### src/rtl/lbu_pkg.sv
// ----------------------------------------------------------------------------
// lbu_pkg: shared types and constants for the letterbox box unmap block
// Field widths, register indexes, category codes, pipeline depths and the
// result record carried to the output buffer.
// ----------------------------------------------------------------------------
package lbu_pkg;

    // Configuration register indexes
    localparam int CFG_IDX_W = 3;
    localparam int CFG_DATA_W = 18;
    localparam logic [CFG_IDX_W-1:0] REG_PAD_LEFT     = 3'd0;
    localparam logic [CFG_IDX_W-1:0] REG_PAD_TOP      = 3'd1;
    localparam logic [CFG_IDX_W-1:0] REG_SCALE_RATIO  = 3'd2;
    localparam logic [CFG_IDX_W-1:0] REG_IMAGE_WIDTH  = 3'd3;
    localparam logic [CFG_IDX_W-1:0] REG_IMAGE_HEIGHT = 3'd4;

    // Field widths
    localparam int EDGE_W  = 16;
    localparam int PAD_W   = 12;
    localparam int RATIO_W = 18;
    localparam int SIZE_W  = 14;
    localparam int CLASS_W = 8;
    localparam int SCORE_W = 16;
    localparam int NORM_W  = 17;
    localparam int CAT_W   = 14;

    // Corner in original pixels, unsigned Q.16, never above size << 16
    localparam int COORD_W = SIZE_W + 16;

    // Reset values
    localparam logic [PAD_W-1:0]   PAD_RESET   = '0;
    localparam logic [RATIO_W-1:0] RATIO_RESET = 18'd65536;
    localparam logic [SIZE_W-1:0]  SIZE_RESET  = 14'd640;

    // Category codes and Q1.16 one
    localparam logic [CAT_W-1:0]  CODE_WORN  = 14'd10001;
    localparam logic [CAT_W-1:0]  CODE_OTHER = 14'd10002;
    localparam logic [NORM_W-1:0] ONE_Q16    = 17'd65536;

    // Pipeline depths
    localparam int CDIV_STEPS = COORD_W;          // one quotient bit per stage
    localparam int NDIV_STEPS = NORM_W;
    localparam int CORNER_LAT = CDIV_STEPS + 2;   // prep, steps, clip
    localparam int NORM_LAT   = NDIV_STEPS + 1;   // load, steps
    localparam int PIPE_LAT   = CORNER_LAT + NORM_LAT;

    typedef struct packed {
        logic [NORM_W-1:0]  norm_x;
        logic [NORM_W-1:0]  norm_y;
        logic [NORM_W-1:0]  norm_w;
        logic [NORM_W-1:0]  norm_h;
        logic [CAT_W-1:0]   category;
        logic [SCORE_W-1:0] confidence;
    } res_t;

endpackage

### src/rtl/lbu_norm_div.sv
// ----------------------------------------------------------------------------
// lbu_norm_div: Q.16 pixel value over image size into a Q1.16 fraction
// Restoring division, one quotient bit per stage; the dividend never
// exceeds size << 16, so the quotient fits 17 bits.
// ----------------------------------------------------------------------------
module lbu_norm_div
    import lbu_pkg::*;
(
    input  logic                clk,
    input  logic                en,
    input  logic [COORD_W-1:0]  dividend,
    input  logic [SIZE_W-1:0]   divisor,
    output logic [NORM_W-1:0]   quotient
);

    logic [SIZE_W-1:0] rem_reg  [0:NDIV_STEPS];
    logic [NORM_W-1:0] feed_reg [0:NDIV_STEPS];
    logic [NORM_W-1:0] quo_reg  [0:NDIV_STEPS];
    logic [SIZE_W:0]   shifted  [1:NDIV_STEPS];
    logic [SIZE_W:0]   trial    [1:NDIV_STEPS];

    always_comb
    begin
        for (int s = 1; s <= NDIV_STEPS; s++)
        begin
            shifted[s] = {rem_reg[s-1], feed_reg[s-1][NORM_W-1]};
            trial[s]   = shifted[s] - {1'b0, divisor};
        end
    end

    always_ff @(posedge clk)
    begin
        if (en)
        begin
            rem_reg[0]  <= {1'b0, dividend[COORD_W-1:NORM_W]};
            feed_reg[0] <= dividend[NORM_W-1:0];
            quo_reg[0]  <= '0;
            for (int s = 1; s <= NDIV_STEPS; s++)
            begin
                rem_reg[s]  <= trial[s][SIZE_W] ? shifted[s][SIZE_W-1:0]
                                                : trial[s][SIZE_W-1:0];
                quo_reg[s]  <= {quo_reg[s-1][NORM_W-2:0], !trial[s][SIZE_W]};
                feed_reg[s] <= {feed_reg[s-1][NORM_W-2:0], 1'b0};
            end
        end
    end

    assign quotient = quo_reg[NDIV_STEPS];

endmodule

### config.mk
export PLATFORM = sky130hd
export DESIGN_NAME = lbu_norm_div
export DESIGN_NICKNAME = d
export VERILOG_FILES = /design/src/rtl/lbu_pkg.sv /design/src/rtl/lbu_norm_div.sv
export SDC_FILE = /design/constraint.sdc
export NUM_CORES = 1
export LEC_CHECK = 0
export BUFFER_PORTS_ARGS = -buffer_cell sky130_fd_sc_hd__buf_2
export CAP_MARGIN = 20
export CORE_MARGIN = 2
export CORE_UTILIZATION = 40
export DETAILED_ROUTE_END_ITERATION = 8
export GPL_ROUTABILITY_DRIVEN = 1
export GPL_TIMING_DRIVEN = 0
export SETUP_SLACK_MARGIN = 0.15
export SLEW_MARGIN = 20
export SYNTH_ARGS = -nofsm -noshare
export SYNTH_HDL_FRONTEND = slang
export SYNTH_SLANG_ARGS = --single-unit
### constraint.sdc
create_clock -name clk -period 4.32 [get_ports clk]
set_input_delay 0.216 -clock clk [delete_from_list [all_inputs] [get_ports clk]]
set_output_delay 0.216 -clock clk [all_outputs]
set_load 0.01 [all_outputs]
==> results.ini <==
[outcome]
status=finished clean

[setup_path]
end_kind=flip-flop
worstPathArrival_ns=4.11
timing.rr.start=feed_reg[12][16]
start_kind=input pin
critPathMaxFanout=17
r2r-end=rem_reg[13][13]
ff2ff_path_depth=12
critPathRequiredTime_ns=4.67
critPathKind=in2reg
ff2ff_setup_slack_ns=0.65

[placement]
place.gp.congestion=0.836
portBuffers=62
dp_slack_ns=-0.0549
dp_cells=3337
dpl.hpwl_mm=41.7

[timing]
drv_slew=0
worstMarginPinSlew_ns=1.06
hold_viol=0
holdWs_ns=0.117
finClkSkew_ns=0.0197
setup_slack_ns=0.559
fin_crit_sh_pct=87.1
rsz0062_at_grt=false
max_clock_freq_mhz=266
slew-limit-headroom_pct=29.1
setup_violations=0
period_minus_slack_ns=3.76

[die]
num_io_pins=63
fp.dieH_um=276
initial_core_util_pct=40.5
rows=99
coreArea_um2=73000
fp.dieW_um=276
die-area_um2=76000

[finish]
fin_util_pct=46.2
layout_common_cells=543 x edfxtp_1, 237 x ha_1, 164 x nor2_1, 144 x a21oi_1, 141 x mux2_2
largest_reg_flops=237
layout.nets=2775
drive_above_1_share_pct=14.7
insertedDiodeCount=0
final_common_cell=edfxtp_1
fin_cells=3487
syn_to_final_growth_pct=14.1

[clock_network]
root_buffer=clkbuf_16
clkLatencyLatePin_ns=0.59
cts_tree=yes
cts.path.max_buffers=3
cts_sinks=543
clkTransAtPathRegs_ns=0.06
cts_resized=0
cts_buffers=66
cts_htree_levels=3

[synthesis]
synth_edf_count=543
synthesis.area_um2=29500
async_flop_share_pct=0
syn-mean-instance-area_um2=12.8
netlist.area_leader.share_pct=55.3
yosys_register_bits=543
ys.warnings.count=0
seq_area_frac_synth_pct=55.3
postSynthCellCount=2306
yosys.area.top_type=edfxtp_1
synthesis.nets=2605
ys_types=80
ys.flop_type=edfxtp_1
synth_area_leaders=edfxtp_1 55%, ha_1 10%, mux2_2 5.4%, xnor2_1 2.9%, a21oi_1 2.4%

[route]
vias_per_cell=5.36
route.detailed.wl_per_inst_um=17.6
drt_first_pass_iters=5
drc=0
drt_wl_total_mm=61.5
drt-initial-drc-count=1207
dr_total_vias=18700
detail-route-antenna-nets=0

[flow_run]
drv_cap=0

[power_and_ir_drop]
powerDensity_nw_per_um2=767
power.total_mw=25.8
ir_drop_v=0.000347
power.leakage_nw=12.8

[worst_hold_path]
hp-start=en
hold_end=quo_reg[13][12]
hold_class=in2reg
holdPathStages=1

[global_routing]
grt.overflow.total=0
antenna_found_initial=1
track_usage_pct=16.2
grt_pass1_vias=18500
grt_max_degree=111
grt_pass1_wl_mm=97.3

routing by layer:
layer / share of wire, % / vias to the layer above / track usage (%)
met1: 44 / 9024 / 20.3
met5: 0.018 / - / 0
met2: 49 / 339 / 28.5
met3: 3.5 / 126 / 2.62
met4: 3.0 / 2 / 5.29
li1: - / 9210 / -
what timing repair did:
action | 4_1_cts | 5_1_grt
setup buffers | 0 | 0
hold buffers | 30 | 0
hold endpoints to repair | 30 | 0
cell type report:
class	instances	area, um^2
clock inverter	40	329
multi-input combinational	1637	12700
timing repair buffer	102	873
buffer	23	128
sequential	543	16300
clock buffer	80	1770
tap	959	1200
fill	6441	39300
inverter	103	387
power by group:
group          leakage [nW]  switching (mW)  total [mW]  internal (mW)
logic                  6.52            6.04        11.7           5.65
clock network          1.01            2.19        5.36           3.17
registers              5.31           0.734        8.78           8.04
cells in the mapped netlist (all sizes together), types with 6 or more instances:
| master | number |
|---|---|
| fa | 16 |
| mux2i | 38 |
| o21bai | 6 |
| nand2b | 39 |
| nor2b | 33 |
| nor4 | 8 |
| or3 | 14 |
| o21a | 50 |
| a211oi | 24 |
| o22ai | 7 |
| a211o | 10 |
| o211ai | 15 |
| nand3b | 18 |
| buf | 15 |
| and2 | 11 |
| o41ai | 12 |
| xor2 | 41 |
| edfxtp | 543 |
| nand3 | 28 |
| o31ai | 14 |
| o311ai | 9 |
| a31oi | 18 |
| and3 | 9 |
| nor3 | 35 |
| nand2 | 110 |
| a21boi | 16 |
| xnor2 | 100 |
| or2 | 15 |
| clkbuf | 8 |
| nor2 | 164 |
| o21ai | 139 |
| inv | 103 |
| a21o | 24 |
| a21oi | 144 |
| o31a | 14 |
| ha | 237 |
| mux2 | 153 |
| nand4 | 8 |
worst max path at each step:
stage | start | to | slack, ns | cells past startpoint
floorplan | divisor[2] | rem_reg[6][10] | 1.18 | 10
global placement | en | quo_reg[17][6] | -5.10 | 1
detailed placement | divisor[1] | rem_reg[13][13] | -0.05 | 10
CTS | divisor[1] | rem_reg[13][13] | 0.55 | 10
global route | divisor[1] | rem_reg[13][13] | 0.28 | 10
finish | divisor[1] | rem_reg[13][13] | 0.56 | 10
cells by family after synthesis:
kind of cell	Yosys count	synth area share, %
DFF	543	55.3
muxes	191	7.22
xor gates and xnor gates	141	4.21
and+or+nand+nor	503	8.27
adders and majority gates	253	11.1
buffers and inverters	126	1.74
AOI/OAI and AO/OA	549	12.2
per-stage QoR:
stage          TNS (ns)  area [um^2]
3_3_place_gp   -2710.13        31000
2_1_floorplan         0        29500
3_5_place_dp    -0.0605        31300
4_1_cts               0        33700
5_1_grt               0        33700
6_report              0        33700
critical path, stage by stage:
cell and delay, ns:
buf_2 0.62, inv_1 0.72, ha_1 0.49, nor2b_1 0.13, o21ai_0 0.25, a21oi_1 0.15
o41ai_1 0.72, nor2_1 0.14, and3_1 0.23, o41ai_1 0.41
Power figures use the tool's default switching activity.
