$ cat config.mk
export PLATFORM = sky130hd
export DESIGN_NAME = lbu_corner_div
export DESIGN_NICKNAME = d
export VERILOG_FILES = /design/src/rtl/lbu_pkg.sv /design/src/rtl/lbu_corner_div.sv
export SDC_FILE = /design/constraint.sdc
export NUM_CORES = 2
export LEC_CHECK = 0
export CAP_MARGIN = 20
export CORE_UTILIZATION = 30
export DETAILED_ROUTE_END_ITERATION = 8
export DONT_BUFFER_PORTS = 1
export GPL_ROUTABILITY_DRIVEN = 0
export PLACE_DENSITY_LB_ADDON = 0.12
export SLEW_MARGIN = 40
export SYNTH_ARGS = -nofsm -noshare
export SYNTH_HDL_FRONTEND = slang
export SYNTH_SLANG_ARGS = --single-unit
$ cat constraint.sdc
create_clock -name clk -period 8.7 [get_ports clk]
set_input_delay 0.87 -clock clk [delete_from_list [all_inputs] [get_ports clk]]
set_output_delay 0.87 -clock clk [all_outputs]
set_load 0.01 [all_outputs]
$ cat src/rtl/lbu_pkg.sv
// ----------------------------------------------------------------------------
// lbu_pkg: shared types and constants for the letterbox box unmap block
// Field widths, register indexes, category codes, pipeline depths and the
// result record carried to the output buffer.
// ----------------------------------------------------------------------------
package lbu_pkg;

    // Configuration register indexes
    localparam int CFG_IDX_W = 3;
    localparam int CFG_DATA_W = 18;
    localparam logic [CFG_IDX_W-1:0] REG_PAD_LEFT     = 3'd0;
    localparam logic [CFG_IDX_W-1:0] REG_PAD_TOP      = 3'd1;
    localparam logic [CFG_IDX_W-1:0] REG_SCALE_RATIO  = 3'd2;
    localparam logic [CFG_IDX_W-1:0] REG_IMAGE_WIDTH  = 3'd3;
    localparam logic [CFG_IDX_W-1:0] REG_IMAGE_HEIGHT = 3'd4;

    // Field widths
    localparam int EDGE_W  = 16;
    localparam int PAD_W   = 12;
    localparam int RATIO_W = 18;
    localparam int SIZE_W  = 14;
    localparam int CLASS_W = 8;
    localparam int SCORE_W = 16;
    localparam int NORM_W  = 17;
    localparam int CAT_W   = 14;

    // Corner in original pixels, unsigned Q.16, never above size << 16
    localparam int COORD_W = SIZE_W + 16;

    // Reset values
    localparam logic [PAD_W-1:0]   PAD_RESET   = '0;
    localparam logic [RATIO_W-1:0] RATIO_RESET = 18'd65536;
    localparam logic [SIZE_W-1:0]  SIZE_RESET  = 14'd640;

    // Category codes and Q1.16 one
    localparam logic [CAT_W-1:0]  CODE_WORN  = 14'd10001;
    localparam logic [CAT_W-1:0]  CODE_OTHER = 14'd10002;
    localparam logic [NORM_W-1:0] ONE_Q16    = 17'd65536;

    // Pipeline depths
    localparam int CDIV_STEPS = COORD_W;          // one quotient bit per stage
    localparam int NDIV_STEPS = NORM_W;
    localparam int CORNER_LAT = CDIV_STEPS + 2;   // prep, steps, clip
    localparam int NORM_LAT   = NDIV_STEPS + 1;   // load, steps
    localparam int PIPE_LAT   = CORNER_LAT + NORM_LAT;

    typedef struct packed {
        logic [NORM_W-1:0]  norm_x;
        logic [NORM_W-1:0]  norm_y;
        logic [NORM_W-1:0]  norm_w;
        logic [NORM_W-1:0]  norm_h;
        logic [CAT_W-1:0]   category;
        logic [SCORE_W-1:0] confidence;
    } res_t;

endpackage

$ cat src/rtl/lbu_corner_div.sv
// ----------------------------------------------------------------------------
// lbu_corner_div: one box corner from model pixels to original pixels
// Removes padding, divides by the scale ratio one quotient bit per stage
// (restoring), and clips the result to [0, size << 16].
// ----------------------------------------------------------------------------
module lbu_corner_div
    import lbu_pkg::*;
(
    input  logic                     clk,
    input  logic                     en,
    input  logic signed [EDGE_W-1:0] edge_in,
    input  logic [PAD_W-1:0]         pad,
    input  logic [RATIO_W-1:0]       ratio,
    input  logic [SIZE_W-1:0]        size,
    output logic [COORD_W-1:0]       coord
);

    logic [RATIO_W-1:0]  unpad;
    logic                positive;
    logic                sat;
    logic [COORD_W-1:0]  limit;

    logic [RATIO_W-1:0]  rem_reg  [0:CDIV_STEPS];
    logic [1:0]          feed_reg [0:CDIV_STEPS];
    logic [COORD_W-1:0]  quo_reg  [0:CDIV_STEPS];
    logic                zero_reg [0:CDIV_STEPS];
    logic                sat_reg  [0:CDIV_STEPS];
    logic [RATIO_W:0]    shifted  [1:CDIV_STEPS];
    logic [RATIO_W:0]    trial    [1:CDIV_STEPS];
    logic [COORD_W-1:0]  coord_reg;

    // Corner less padding, Q.4, modulo 2^18 (range fits signed 18 bits)
    assign unpad = {{(RATIO_W-EDGE_W){edge_in[EDGE_W-1]}}, edge_in}
                 - {2'b00, pad, 4'b0000};
    assign positive = !unpad[RATIO_W-1] && (unpad != '0);
    // Quotient reaches 2^30 (past any clip limit) when unpad >= 4 * ratio
    assign sat = {5'b00000, unpad[14:0]} >= {ratio, 2'b00};
    assign limit = {size, 16'h0000};

    always_comb
    begin
        for (int s = 1; s <= CDIV_STEPS; s++)
        begin
            shifted[s] = {rem_reg[s-1], feed_reg[s-1][1]};
            trial[s]   = shifted[s] - {1'b0, ratio};
        end
    end

    always_ff @(posedge clk)
    begin
        if (en)
        begin
            // Load: bits above the quotient window form the first remainder
            rem_reg[0]  <= {5'b00000, unpad[14:2]};
            feed_reg[0] <= unpad[1:0];
            quo_reg[0]  <= '0;
            zero_reg[0] <= !positive;
            sat_reg[0]  <= sat;
            for (int s = 1; s <= CDIV_STEPS; s++)
            begin
                rem_reg[s]  <= trial[s][RATIO_W] ? shifted[s][RATIO_W-1:0]
                                                 : trial[s][RATIO_W-1:0];
                quo_reg[s]  <= {quo_reg[s-1][COORD_W-2:0], !trial[s][RATIO_W]};
                feed_reg[s] <= {feed_reg[s-1][0], 1'b0};
                zero_reg[s] <= zero_reg[s-1];
                sat_reg[s]  <= sat_reg[s-1];
            end
            // Clip to the image
            if (zero_reg[CDIV_STEPS])
                coord_reg <= '0;
            else if (sat_reg[CDIV_STEPS] || (quo_reg[CDIV_STEPS] > limit))
                coord_reg <= limit;
            else
                coord_reg <= quo_reg[CDIV_STEPS];
        end
    end

    assign coord = coord_reg;

endmodule

==> metrics.md <==
| Metric | Value |
|---|---|
| Flop pwr share | `roughly 30%` |
| Worst-Skew Late Latency | `slightly above 0.8 ns` |
| VDD IR max | `approximately 0.19 mV` |
| First-pass iteration count of the detailed router | `6` |
| Detailed-placement wirelength estimate | `roughly 120 mm` |
| PnR Total Power | `0.0312 W` |
| Post-synthesis sequential area ratio | `between 40 and 50%` |
| CTS Buf Count | `about 140` |
| Max reg flops | `~540` |
| EDFF count, synth | `1,095` |
| Fmax | `about 250 MHz` |
| Crit-path max FO | `19` |
| Static leakage | `between 20 and 30 nW` |
| Vias per cell | `just over 5` |
| Share of the synthesized area in the top cell type | `about 48%` |
| Startpoint Class | `input port` |
| Routed WL per cell | `between 15 and 20 um` |
| Fin area | `between 0.07 and 0.08 mm^2` |
| Vias in the first global route | `about 46,000` |
| Post-synth top cells | `edfxtp_1 (1,095), ha_1 (548), a21oi_1 (401)` |
| Share of cells above drive strength 1 | `12.1%` |
| Fin nets | `6,627` |
| Top FF cell, synth | `edfxtp_1` |
| Total gr overflow | `0` |
| Cell Int Power | `0.0192 W` |
| H-tree levels | `4` |
| Maximum root-to-sink buffer count | `3` |
| Post-synth top area cell | `edfxtp_1` |
| Largest net degree at the start of global routing | `123` |
| Average size of a mapped cell | `about 12 um^2` |
| Syn. warnings | `0` |
| Clock Pin Slew Worst Setup and Hold Paths | `around 0.050 ns` |
| Vias | `~47,000` |
| Dominant cell by count in the synthesized netlist | `edfxtp_1` |
| TritonCTS clock tree | `built` |
| Routed Antenna Nets | `0` |
| Synth unique cells | `approximately 100` |
| Fin. max-slew vios | `0` |
| Max_cap viols | `0` |
| Final hold vios | `0` |
| Status | `complete, no violations` |
| Mapped Cells | `between 5,000 and 6,000` |
| Post-Syn Area | `roughly 0.069 mm^2` |
| Required time of the worst setup path | `9.21 ns` |
| Min cycle time layout | `~4 ns` |
| Initial antenna violation count | `7` |
| Slew @ Worst Pin | `0.846 ns` |
| Setup violations, final | `0` |
| Post-CTS Resized | `0` |
| Core ar. | `around 0.23 mm^2` |
| Sw Share | `38.6%` |
| Share of the clock period used by the worst path | `between 40% and 50%` |
| Kind of critical path | `input port to flop` |
| Routed wire length | `176 mm` |
| Final Util | `33.9%` |
| Buffers added on ports | `0` |
| Cts hold-fix bufs | `0` |
| Clock Power Share | `between 10% and 20%` |
| Count of clock tree sinks | `between 1,000 and 1,500` |
| DIE AREA | `around 0.23 mm^2` |
| Max_slew headroom | `43.6%` |
| Clock Skew | `0.0589 ns` |
| # DRC | `0` |
| CTS root buf | `clkbuf_16` |
| RSZ-0062 raised after global routing | `no` |
| CP Capture Type | `flop` |
| Pwr/cell area | `a little over 400 mW/mm^2` |
| Seq cells post-synth | `~1,100` |
| Starting DRT DRC Count | `between 3,000 and 4,000` |
| Logic pwr share | `between 40% and 50%` |
| Die width | `~480 um` |
| Crit path arrival time | `4.56 ns` |
| Area growth, synth to finish | `12.4%` |
| Placed instance area | `just over 0.07 mm^2` |
| Total GRT Usage | `roughly 15%` |
| Initial core utilization | `between 30 and 40%` |
| Most area-consuming cells after synthesis | `edfxtp_1 (48%), ha_1 (10%), mux2_2 (5.3%)` |
| Row cnt | `between 150 and 200` |
| Post-CTS setup repair buffer count | `0` |
| Ys async rst share | `0%` |
| P_sw | `between 0.01 and 0.015 W` |
| Global-route wire length before repair | `272 mm` |
| Die height | `between 400 and 500 um` |
| Hold/Removal Path Class | `input port to flop` |
| Boundary Pins | `a little over 90` |
| Setup TNS | `0 ns` |
[layout make-up]
| type | count | area [um^2] |
|---|---|---|
| inverters | 240 | 908 |
| fillers | 22500 | 150000 |
| clock buffers | 159 | 3530 |
| repair buffers | 51 | 658 |
| multi-input cells | 4461 | 34000 |
| flip-flops and latches | 1095 | 32900 |
| diodes | 3 | 7.51 |
| well taps | 3009 | 3760 |
| clock inverters | 90 | 1270 |
[critical path, stage by stage]
cell     delay (ns)
inv_2          0.02
buf_4          0.39
buf_4          0.53
ha_1           0.42
a21oi_1        0.18
nor2b_1        0.07
or2_1          0.24
o211a_1        0.24
nor4_2         0.45
or2_1          0.70
mux2_2         0.41
[layer usage]
layer / vias to the layer above / track usage, % / part of all wire [%]
met2: 814 / 24.5 / 46
li1: 23100 / - / -
met4: 0 / 3.96 / 2.1
met5: - / 0 / 0
met3: 228 / 2.21 / 3.3
met1: 22700 / 20.7 / 49
[stage by stage]
stage | worst slack [ns] | hold WS, ns | std cells
3_3_place_gp | 3.73 | 0.401 | 8842
4_1_cts | 4.63 | 0.119 | 9105
6_report | 4.65 | 0.196 | 9108
5_1_grt | 4.37 | 0.132 | 9107
3_5_place_dp | 3.75 | 0.405 | 8856
2_1_floorplan | 4.62 | 0.400 | 5950
[power by group through the flow]
stage	clock network, W	logic (W)	registers, W
3_5_place_dp	0	0.0155	0.00971
3_3_place_gp	0	0.0153	0.00980
5_1_grt	0.00645	0.0174	0.00977
4_1_cts	0.00626	0.0156	0.00965
2_1_floorplan	0	0.0127	0.00895
6_report	0.00603	0.0156	0.00961
[cell families after synthesis]
group / Yosys count / synth area share, %
AOI/OAI and AO/OA: 1715 / 16.8
adders and majority gates: 578 / 10.9
other: 1 / 0.00547
DFF: 1095 / 48.0
muxes: 433 / 7.08
and+or+nand+nor: 1395 / 10.3
buffers and inverters: 394 / 2.53
xor gates and xnor gates: 338 / 4.38
[layout by cell type (no fill, tap or decap), types with 34 or more instances in the layout]
cell type  netlist  final
edfxtp_1      1095   1095
o31ai_1         36     36
xnor2_1        223    223
nor2b_1        102    102
clkbuf_16        0    138
nand2_1        295    295
and3_1          50     50
mux2_2         321    321
nand2b_1        84     84
nor2_1         374    374
a21oi_1        401    400
and2_1          34     34
clkinv_1         0     35
ha_1           548    548
a211oi_1        70     70
mux2i_1         79     79
o31a_1          48     48
a21o_1         160    160
inv_1          236    218
nand4_1         54     54
o21ai_0        391    391
nand3_1         70     70
buf_4            6     34
o21a_1         160    160
xor2_1         111    111
or2_2           41     47
nor3_1         112    111
a31oi_1         47     47
o211ai_1        43     43
[path summary, 6_finish.rpt]
path / start / to / slack (ns) / cells after the start
worst max-delay path: ratio[15] / rem_reg[0][167] / 4.65 / 11
worst min-delay path: edge_in[1] / feed_reg[0][1] / 0.20 / 0
worst max register to register: feed_reg[0][1] / rem_reg[0][20] / 5.05 / 10
worst min register to register: quo_reg[1][30] / quo_reg[1][61] / 0.37 / 0
Power figures use the tool's default switching activity.
